--- src/subscription_match_table_core_defines.svh ---
// assertion macros for the subscription match table
`ifndef SUBSCRIPTION_MATCH_TABLE_CORE_DEFINES_SVH
`define SUBSCRIPTION_MATCH_TABLE_CORE_DEFINES_SVH

`ifndef SYNTHESIS
// same-cycle implication, sampled on the rising clock edge
`define SMT_ASSERT_IMPLIES(label, ante, cons) \
   label: assert property (@(posedge clock) disable iff (reset) (ante) |-> (cons)) \
      else $error("smt assertion failed");
// next-cycle implication
`define SMT_ASSERT_NEXT(label, ante, cons) \
   label: assert property (@(posedge clock) disable iff (reset) (ante) |=> (cons)) \
      else $error("smt assertion failed");
`else
`define SMT_ASSERT_IMPLIES(label, ante, cons)
`define SMT_ASSERT_NEXT(label, ante, cons)
`endif

`endif

--- src/smt_pkg.sv ---
package smt_pkg;

   localparam int SUB_PORT_W = 8;
   localparam logic [4:0] MAX_RESULTS = 5'd16;

   typedef enum logic [1:0] {
      KIND_ADD    = 2'd0,
      KIND_REMOVE = 2'd1,
      KIND_LOOKUP = 2'd2
   } smt_kind_type;

   typedef enum logic [1:0] {
      STATUS_OK       = 2'd0,
      STATUS_INVALID  = 2'd1,
      STATUS_NO_SPACE = 2'd2
   } smt_status_type;

   typedef enum logic [1:0] {
      ST_IDLE,
      ST_EXEC,
      ST_SCAN
   } smt_state_type;

   // controller to datapath
   typedef struct packed {
      logic load_item;
      logic exec_item;
      logic capture_match;
      logic emit_match;
   } smt_cmd_type;

   // datapath to controller
   typedef struct packed {
      logic is_lookup;
      logic scan_last;
   } smt_stat_type;

endpackage

--- src/smt_ctrl.sv ---
module smt_ctrl (
   input  logic                 clock,
   input  logic                 reset,
   input  logic                 req_valid,
   output logic                 req_ready,
   output logic                 rsp_valid,
   input  logic                 rsp_ready,
   output smt_pkg::smt_cmd_type cmd,
   input  smt_pkg::smt_stat_type stat
);

   smt_pkg::smt_state_type state_ff;
   smt_pkg::smt_state_type state_in;
   logic rsp_valid_ff;
   logic rsp_valid_in;
   logic out_free;

   assign out_free = !rsp_valid_ff || rsp_ready;

   always_comb begin
      state_in = state_ff;
      unique case (state_ff)
         smt_pkg::ST_IDLE: begin
            if (req_valid) state_in = smt_pkg::ST_EXEC;
         end
         smt_pkg::ST_EXEC: begin
            if (stat.is_lookup) state_in = smt_pkg::ST_SCAN;
            else if (out_free) state_in = smt_pkg::ST_IDLE;
         end
         smt_pkg::ST_SCAN: begin
            if (out_free && stat.scan_last) state_in = smt_pkg::ST_IDLE;
         end
         default: state_in = smt_pkg::ST_IDLE;
      endcase
   end

   always_comb begin
      cmd       = '0;
      req_ready = 1'b0;
      unique case (state_ff)
         smt_pkg::ST_IDLE: begin
            req_ready     = 1'b1;
            cmd.load_item = req_valid;
         end
         smt_pkg::ST_EXEC: begin
            cmd.capture_match = stat.is_lookup;
            cmd.exec_item     = !stat.is_lookup && out_free;
         end
         smt_pkg::ST_SCAN: begin
            cmd.emit_match = out_free;
         end
         default: ;
      endcase
   end

   assign rsp_valid_in = (rsp_valid_ff && !rsp_ready) || cmd.exec_item || cmd.emit_match;
   assign rsp_valid    = rsp_valid_ff;

   always_ff @(posedge clock) begin
      if (reset) begin
         state_ff     <= smt_pkg::ST_IDLE;
         rsp_valid_ff <= 1'b0;
      end else begin
         state_ff     <= state_in;
         rsp_valid_ff <= rsp_valid_in;
      end
   end

endmodule

--- src/smt_datapath.sv ---
module smt_datapath #(
   parameter int SLOT_COUNT = 16,
   parameter int SUB_W      = 8
) (
   input  logic                  clock,
   input  logic                  reset,
   input  smt_pkg::smt_cmd_type  cmd,
   output smt_pkg::smt_stat_type stat,
   input  logic [1:0]            req_kind,
   input  logic [7:0]            req_subscriber_id,
   input  logic [31:0]           req_message_id,
   input  logic [4:0]            req_lookup_limit,
   output logic [1:0]            rsp_status,
   output logic [7:0]            rsp_found_subscriber,
   output logic                  rsp_has_subscriber,
   output logic [4:0]            rsp_match_count,
   output logic                  rsp_last
);

   // latched item
   logic [1:0]       item_kind_ff;
   logic [SUB_W-1:0] item_sub_ff;
   logic [31:0]      item_msg_ff;
   logic [4:0]       item_limit_ff;
   logic [4:0]       limit_sat;

   // slot cells
   logic [SLOT_COUNT-1:0] used_ff;
   logic [SLOT_COUNT-1:0] used_in;
   logic [SUB_W-1:0]      slot_sub_ff [SLOT_COUNT];
   logic [31:0]           slot_msg_ff [SLOT_COUNT];

   logic [SLOT_COUNT-1:0] msg_eq;
   logic [SLOT_COUNT-1:0] sub_eq;
   logic [SLOT_COUNT-1:0] hit_vec;
   logic [SLOT_COUNT-1:0] free_vec;
   logic [SLOT_COUNT-1:0] free_oh;
   logic                  sub_null;
   logic                  do_add;
   logic                  do_remove;
   smt_pkg::smt_status_type exec_status;

   // lookup scan
   logic [SLOT_COUNT-1:0] scan_vec_ff;
   logic [SLOT_COUNT-1:0] scan_vec_in;
   logic [4:0]            count_ff;
   logic [4:0]            count_in;
   logic [4:0]            count_next;
   logic [SLOT_COUNT-1:0] pick_oh;
   logic [SLOT_COUNT-1:0] rest_vec;
   logic [SUB_W-1:0]      pick_sub;
   logic [7:0]            pick_sub_ext;
   logic                  scan_empty;
   logic                  scan_last;

   // result register
   logic [1:0] rsp_status_ff;
   logic [7:0] rsp_found_ff;
   logic       rsp_has_ff;
   logic [4:0] rsp_count_ff;
   logic       rsp_last_ff;

   assign limit_sat = (req_lookup_limit > smt_pkg::MAX_RESULTS) ? smt_pkg::MAX_RESULTS
                                                                : req_lookup_limit;

   always_ff @(posedge clock) begin
      if (cmd.load_item) begin
         item_kind_ff  <= req_kind;
         item_sub_ff   <= req_subscriber_id[SUB_W-1:0];
         item_msg_ff   <= req_message_id;
         item_limit_ff <= limit_sat;
      end
   end

   // per-slot comparators
   always_comb begin
      for (int i = 0; i < SLOT_COUNT; i++) begin
         msg_eq[i] = slot_msg_ff[i] == item_msg_ff;
         sub_eq[i] = slot_sub_ff[i] == item_sub_ff;
      end
   end

   assign hit_vec  = used_ff & msg_eq;
   assign free_vec = ~used_ff;
   assign free_oh  = free_vec & (~free_vec + SLOT_COUNT'(1));
   assign sub_null = item_sub_ff == '0;

   always_comb begin
      exec_status = smt_pkg::STATUS_OK;
      do_add      = 1'b0;
      do_remove   = 1'b0;
      case (item_kind_ff)
         smt_pkg::KIND_ADD: begin
            if (sub_null) exec_status = smt_pkg::STATUS_INVALID;
            else if (free_vec == '0) exec_status = smt_pkg::STATUS_NO_SPACE;
            else do_add = cmd.exec_item;
         end
         smt_pkg::KIND_REMOVE: begin
            do_remove = cmd.exec_item && !sub_null;
         end
         smt_pkg::KIND_LOOKUP: exec_status = smt_pkg::STATUS_OK;
         default: exec_status = smt_pkg::STATUS_INVALID;
      endcase
   end

   always_comb begin
      used_in = used_ff;
      if (do_add) used_in = used_ff | free_oh;
      if (do_remove) used_in = used_ff & ~(hit_vec & sub_eq);
   end

   always_ff @(posedge clock) begin
      if (reset) used_ff <= '0;
      else used_ff <= used_in;
   end

   always_ff @(posedge clock) begin
      for (int i = 0; i < SLOT_COUNT; i++) begin
         if (do_add && free_oh[i]) begin
            slot_sub_ff[i] <= item_sub_ff;
            slot_msg_ff[i] <= item_msg_ff;
         end
      end
   end

   // lowest remaining match
   assign pick_oh  = scan_vec_ff & (~scan_vec_ff + SLOT_COUNT'(1));
   assign rest_vec = scan_vec_ff & ~pick_oh;

   always_comb begin
      pick_sub = '0;
      for (int i = 0; i < SLOT_COUNT; i++) begin
         if (pick_oh[i]) pick_sub = pick_sub | slot_sub_ff[i];
      end
      pick_sub_ext              = '0;
      pick_sub_ext[SUB_W-1:0]   = pick_sub;
   end

   assign count_next = count_ff + 5'd1;
   assign scan_empty = (scan_vec_ff == '0) || (item_limit_ff == '0);
   assign scan_last  = scan_empty || (rest_vec == '0) || (count_next == item_limit_ff);

   always_comb begin
      scan_vec_in = scan_vec_ff;
      count_in    = count_ff;
      if (cmd.capture_match) begin
         scan_vec_in = hit_vec;
         count_in    = '0;
      end else if (cmd.emit_match) begin
         scan_vec_in = rest_vec;
         count_in    = count_next;
      end
   end

   always_ff @(posedge clock) begin
      scan_vec_ff <= scan_vec_in;
      count_ff    <= count_in;
   end

   always_ff @(posedge clock) begin
      if (cmd.exec_item) begin
         rsp_status_ff <= exec_status;
         rsp_found_ff  <= '0;
         rsp_has_ff    <= 1'b0;
         rsp_count_ff  <= '0;
         rsp_last_ff   <= 1'b1;
      end else if (cmd.emit_match) begin
         rsp_status_ff <= smt_pkg::STATUS_OK;
         rsp_found_ff  <= scan_empty ? '0 : pick_sub_ext;
         rsp_has_ff    <= !scan_empty;
         rsp_count_ff  <= scan_empty ? '0 : count_next;
         rsp_last_ff   <= scan_last;
      end
   end

   assign stat.is_lookup = item_kind_ff == smt_pkg::KIND_LOOKUP;
   assign stat.scan_last = scan_last;

   assign rsp_status           = rsp_status_ff;
   assign rsp_found_subscriber = rsp_found_ff;
   assign rsp_has_subscriber   = rsp_has_ff;
   assign rsp_match_count      = rsp_count_ff;
   assign rsp_last             = rsp_last_ff;

endmodule

--- src/subscription_match_table_core.sv ---
// add, remove and invalid kinds: accept latches the item, the exec state loads the result
// beat once the output is free; lookup: a beat per match (one empty beat if none), one beat
// per cycle while rsp_ready stays high; the scan register yields the lowest remaining match;
// one item is in flight at a time; the result register frees the input side once loaded
// reset is synchronous, active high: all slots become free at once, no clearing pass
`include "subscription_match_table_core_defines.svh"

module subscription_match_table_core #(
   parameter int SLOT_COUNT      = 16,
   parameter int SUBSCRIBER_BITS = 8
) (
   input  logic        clock,
   input  logic        reset,
   // request channel
   input  logic        req_valid,
   output logic        req_ready,
   input  logic [1:0]  req_kind,
   input  logic [7:0]  req_subscriber_id,
   input  logic [31:0] req_message_id,
   input  logic [4:0]  req_lookup_limit,
   // response channel
   output logic        rsp_valid,
   input  logic        rsp_ready,
   output logic [1:0]  rsp_status,
   output logic [7:0]  rsp_found_subscriber,
   output logic        rsp_has_subscriber,
   output logic [4:0]  rsp_match_count,
   output logic        rsp_last
);

   // stored subscriber width: ids wider than the port cannot arrive
   localparam int SUB_W = (SUBSCRIBER_BITS < smt_pkg::SUB_PORT_W) ? SUBSCRIBER_BITS
                                                                  : smt_pkg::SUB_PORT_W;

   smt_pkg::smt_cmd_type  cmd;
   smt_pkg::smt_stat_type stat;

   // sequencer: idle -> exec -> (scan) -> idle
   smt_ctrl u_ctrl (
      .clock     (clock),
      .reset     (reset),
      .req_valid (req_valid),
      .req_ready (req_ready),
      .rsp_valid (rsp_valid),
      .rsp_ready (rsp_ready),
      .cmd       (cmd),
      .stat      (stat)
   );

   // slot table, parallel compare, scan register and result register
   smt_datapath #(
      .SLOT_COUNT (SLOT_COUNT),
      .SUB_W      (SUB_W)
   ) u_datapath (
      .clock                (clock),
      .reset                (reset),
      .cmd                  (cmd),
      .stat                 (stat),
      .req_kind             (req_kind),
      .req_subscriber_id    (req_subscriber_id),
      .req_message_id       (req_message_id),
      .req_lookup_limit     (req_lookup_limit),
      .rsp_status           (rsp_status),
      .rsp_found_subscriber (rsp_found_subscriber),
      .rsp_has_subscriber   (rsp_has_subscriber),
      .rsp_match_count      (rsp_match_count),
      .rsp_last             (rsp_last)
   );

   // a non-final beat taken is followed by the next beat of its lookup
   `SMT_ASSERT_NEXT(a_lookup_continues, rsp_valid && rsp_ready && !rsp_last, rsp_valid)
   // an accepted request is worked on before another is taken
   `SMT_ASSERT_NEXT(a_one_in_flight, req_valid && req_ready, !req_ready)
   // a match beat always carries a nonzero count
   `SMT_ASSERT_IMPLIES(a_match_counted, rsp_valid && rsp_has_subscriber, rsp_match_count != 5'd0)
   // a beat without a match ends its item
   `SMT_ASSERT_IMPLIES(a_empty_is_last, rsp_valid && !rsp_has_subscriber, rsp_last)

endmodule
--- config.mk ---
export PLATFORM = sky130hd
export DESIGN_NAME = subscription_match_table_core
export DESIGN_NICKNAME = d
export VERILOG_FILES = /design/src/smt_pkg.sv /design/src/smt_ctrl.sv /design/src/smt_datapath.sv /design/src/subscription_match_table_core.sv
export VERILOG_INCLUDE_DIRS = /design/src /design/src/src
export SDC_FILE = /design/constraint.sdc
export NUM_CORES = 1
export LEC_CHECK = 0
export ABC_AREA = 1
export BUFFER_PORTS_ARGS = -buffer_cell sky130_fd_sc_hd__buf_4
export CAP_MARGIN = 20
export CORE_MARGIN = 5
export CORE_UTILIZATION = 35
export CTS_CLUSTER_SIZE = 8
export DETAILED_ROUTE_END_ITERATION = 16
export PLACE_DENSITY = 0.55
export SLEW_MARGIN = 20
export SYNTH_ARGS = -nofsm -noshare
export SYNTH_HDL_FRONTEND = slang
export SYNTH_SLANG_ARGS = --single-unit
export TNS_END_PERCENT = 20
--- constraint.sdc ---
create_clock -name clock -period 7.91 [get_ports clock]
set_input_delay 1.582 -clock clock [delete_from_list [all_inputs] [get_ports clock]]
set_output_delay 1.582 -clock clock [all_outputs]
set_load 0.02 [all_outputs]
==> results.sh <==
export IMPL_slew_headroom_pct=28.57
export IMPL_netSwitchingFraction_pct=23.21
export IMPL_worstSkewPairLatency_ps=650
export IMPL_cts_max_level=3
export IMPL_cts_hold_buf=0
export IMPL_portBuffers=69
export IMPL_p_int_uw=6894
export IMPL_path_cells="buf_4, nor2_1, nor3_4, inv_2, nor2_4, nand2_8, nor3_2, buf_4"
export IMPL_post_route_period_util_pct=45.07
export IMPL_min_from="u_datapath.rsp_has_subscriber"
export IMPL_synth_top_family_by_area="simple AND/OR/NAND/NOR gates"
export IMPL_detail_route_wl_per_cell_um=23.91
export IMPL_critical_path_top_delay_family="simple AND/OR/NAND/NOR gates"
export IMPL_peakVddDrop_mv=0.1548
export IMPL_grt_max_degree=41
export IMPL_status="finished, final reports clean"
export IMPL_path_clk_slew_ps=50
export IMPL_clock_sinks=744
export IMPL_viasPerCell=5.162
export IMPL_clockRootBuffer="clkbuf_16"
export IMPL_grt_overflow_total=0
export IMPL_die_y_um=316.7
export IMPL_fp_dieW_um=316.7
export IMPL_maxSlewViolCount=0
export IMPL_syn_nets=2844
export IMPL_drt_initial_drc_count=2390
export IMPL_muxShareOfSynthArea_pct=0
export IMPL_synthXorXnorAreaFrac_pct=8.622
export IMPL_path_max_fanout=28
export IMPL_r2r_start="u_datapath.item_sub_ff[7]"
export IMPL_seqPwrFrac_pct=49.0
export IMPL_synth_cells=2788
export IMPL_synth_fa_ha_area_share_pct=0.1901
export IMPL_seq_area_frac_synth_pct=66.69
export IMPL_crit_reg2reg_capture="u_datapath.slot_msg_ff[1][157]"
export IMPL_crit_buf_inv=3
export IMPL_fin_setup_tns_ps=0
export IMPL_netlist_area_um2=32910
export IMPL_drt_pass1_iter_count=5
export IMPL_initial_core_util_pct=35.27
export IMPL_cp_end_kind="flip-flop"
export IMPL_cap_violations=0
export IMPL_grt_util_all_layers_pct=19.79
export IMPL_antenna_left=0
export IMPL_p_clk_share_pct=44.1
export IMPL_ys_ff_latch=744
export IMPL_ff2ff_setup_slack_ps=4670
export IMPL_clock_fmax_mhz=280.5
export IMPL_synth_avg_cell_area_um2=11.81
export IMPL_ctsResizeCount=0
export IMPL_p_per_area_nw_per_um2=236.8
export IMPL_numCtsBuffers=102
export IMPL_cts_tree="built"
export IMPL_path_common_cell="buf_4"
export IMPL_grt_pass1_vias=21150
export IMPL_vias=21800
export IMPL_synth_compound_gate_area_share_pct=5.748
export IMPL_gp_congestion=0.8314
export IMPL_p_comb_share_pct=7.0
export IMPL_postCtsSetupRepairBufs=0
export IMPL_drc=0
export IMPL_startpoint_type="primary input"
export IMPL_final_util_pct=40.62
export IMPL_dp_final_hpwl_mm=60.90
export IMPL_ys_warn_count=0
export IMPL_nets=2982
export IMPL_hold_viol_final=0
export IMPL_cpMaxStageDelayCell="nor3_2"
export IMPL_crit_type="in -> reg"
export IMPL_cpPeakStageDelay_ps=830
export IMPL_num_io_pins=70
export IMPL_most_common_layout_cells="edfxtp_1, nand2_1, nor2_1"
export IMPL_synth_simple_area_share_pct=14.84
export IMPL_dieArea_um2=100300
export IMPL_p_switching_uw=2084
export IMPL_layout_commonest_cell="edfxtp_1"
export IMPL_async_flop_share_pct=0
export IMPL_critPathRequiredTime_ps=8210
export IMPL_period_minus_slack_ps=3565
export IMPL_synth_edf_count=705
export IMPL_synthFlopType="edfxtp_1"
export IMPL_rr_worst_depth=8
export IMPL_tightestPinTransition_ps=1066
export IMPL_worstHoldPathType="reg -> reg"
export IMPL_area_growth_pct=15.19
export IMPL_core_area_um2=93330
export IMPL_holdPathStages=2
export IMPL_cp_arrival_ps=3860
export IMPL_setup_viol_count_final=0
export IMPL_detail_route_wirelength_mm=101.0
export IMPL_grt_setup_unrepaired="no"
export IMPL_skew_ps=28.84
export IMPL_drive_above_1_share_pct=11.28
export IMPL_synth_distinct_cells=50
export IMPL_hold_end="u_datapath.rsp_has_subscriber"
export IMPL_grt_pass1_wl_mm=143.8
export IMPL_fillers=8924
export IMPL_row_count=112
export IMPL_antenna_cells=0
export IMPL_clockBufferDepth=3
export IMPL_antenna_found_initial=3
export IMPL_cellLeakagePower_uw=0.01295
==> flip-flops by register name, summed over array words and instances, names as in the netlist <==
| register | count |
|---|---|
| u_ctrl.rsp_valid | 1 |
| u_ctrl.state_ff | 2 |
| u_datapath.count_ff | 5 |
| u_datapath.item_kind_ff | 2 |
| u_datapath.item_limit_ff | 5 |
| u_datapath.item_msg_ff | 32 |
| u_datapath.item_sub_ff | 8 |
| u_datapath.rsp_found_subscriber | 8 |
| u_datapath.rsp_has_subscriber | 1 |
| u_datapath.rsp_last | 1 |
| u_datapath.rsp_match_count | 5 |
| u_datapath.rsp_status | 2 |
| u_datapath.scan_vec_ff | 16 |
| u_datapath.slot_msg_ff | 512 |
| u_datapath.slot_sub_ff | 128 |
| u_datapath.used_ff | 16 |
==> final cells by class <==
type | instances | area, um2 | area share (%)
Clock inverter | 6 | 96.34 | 0.2541
Multi-Input combinational cell | 1755 | 9776 | 25.78
Clock buffer | 141 | 2720 | 7.174
Tap cell | 1254 | 1569 | 4.138
Timing Repair Buffer | 135 | 1091 | 2.878
Sequential cell | 744 | 21950 | 57.90
Inverter | 188 | 710.7 | 1.874
==> worst max-delay path by stage <==
stage                    from                        endpoint  slack, ps  depth (start not counted)
finish              rsp_ready  u_datapath.slot_msg_ff[1][157]       4340                          8
global route        rsp_ready  u_datapath.slot_msg_ff[1][157]       4190                          8
global placement    rsp_ready  u_datapath.slot_msg_ff[1][151]       3720                          8
CTS                 rsp_ready  u_datapath.slot_msg_ff[1][157]       4340                          8
floorplan           rsp_ready  u_datapath.slot_msg_ff[0][192]       1190                          7
detailed placement  rsp_ready  u_datapath.slot_msg_ff[1][151]       3650                          8
==> power groups by stage <==
stage / clock (uW) / sequential [uW] / combinational (uW)
after floorplan: 0 / 4500 / 318
after global placement: 0 / 4470 / 622
after detailed placement: 0 / 4470 / 624
after CTS: 4010 / 4390 / 626
after global routing: 4190 / 4400 / 669
final: 3960 / 4400 / 626
==> routing by layer <==
layer	part of all wire, %	global-route usage, %	vias up	routed length, um
li1	-	-	10070	-
met1	43	27.47	10660	43430
met2	46	31.48	881	46140
met3	7.4	3.065	194	7474
met4	3.9	7.729	0	3950
met5	0	0	-	0
==> cell usage after synthesis (14+ instances only) <==
library cell	count	area (um2)
nor4_1	25	156.4
buf_2	69	345.3
nand3_1	139	695.7
or2_2	18	112.6
xor2_1	134	1174
xnor2_1	190	1664
o21ai_0	130	650.6
buf_4	21	157.7
a221oi_1	14	122.6
nor2_1	249	934.7
inv_2	19	71.32
edfxtp_1	705	21170
dfxtp_1	39	780.8
nand4_1	72	450.4
o22ai_1	89	556.8
inv_1	166	623.1
nor3_1	46	230.2
a21oi_1	37	185.2
nand2_1	517	1941
==> worst register-to-register path, stage by stage, from the launching register on <==
cell      delay, ps
edfxtp_1        320
buf_4           430
nor2_1          120
nand4_1         180
nand2_1         130
nor2_4          200
nand2_8         150
nor3_2          830
buf_4           510
==> stage by stage <==
step           std cells  cell area, um2  total power [uW]  hold WS (ps)  setup WS, ps
2_1_floorplan       2788           32910              4822         451.8          1191
3_3_place_gp        4071           34980              5092         443.0          3720
3_5_place_dp        4075           35080              5095         446.1          3654
4_1_cts             4222           37890              9036         457.0          4342
5_1_grt             4223           37910              9251         477.6          4190
6_report            4223           37910              8978         453.6          4345
==> cell families (layout without fill, tap and decap cells) <==
kind of cell,Yosys count,in the layout
buffers and inverters,289,470
XOR/XNOR,324,324
AND/OR/NAND/NOR,1106,1106
adder cells (fa/ha/maj),5,5
flip-flops,744,744
AO/OA/AOI/OAI,320,320
No activity file was read; power rests on OpenSTA's default activity.
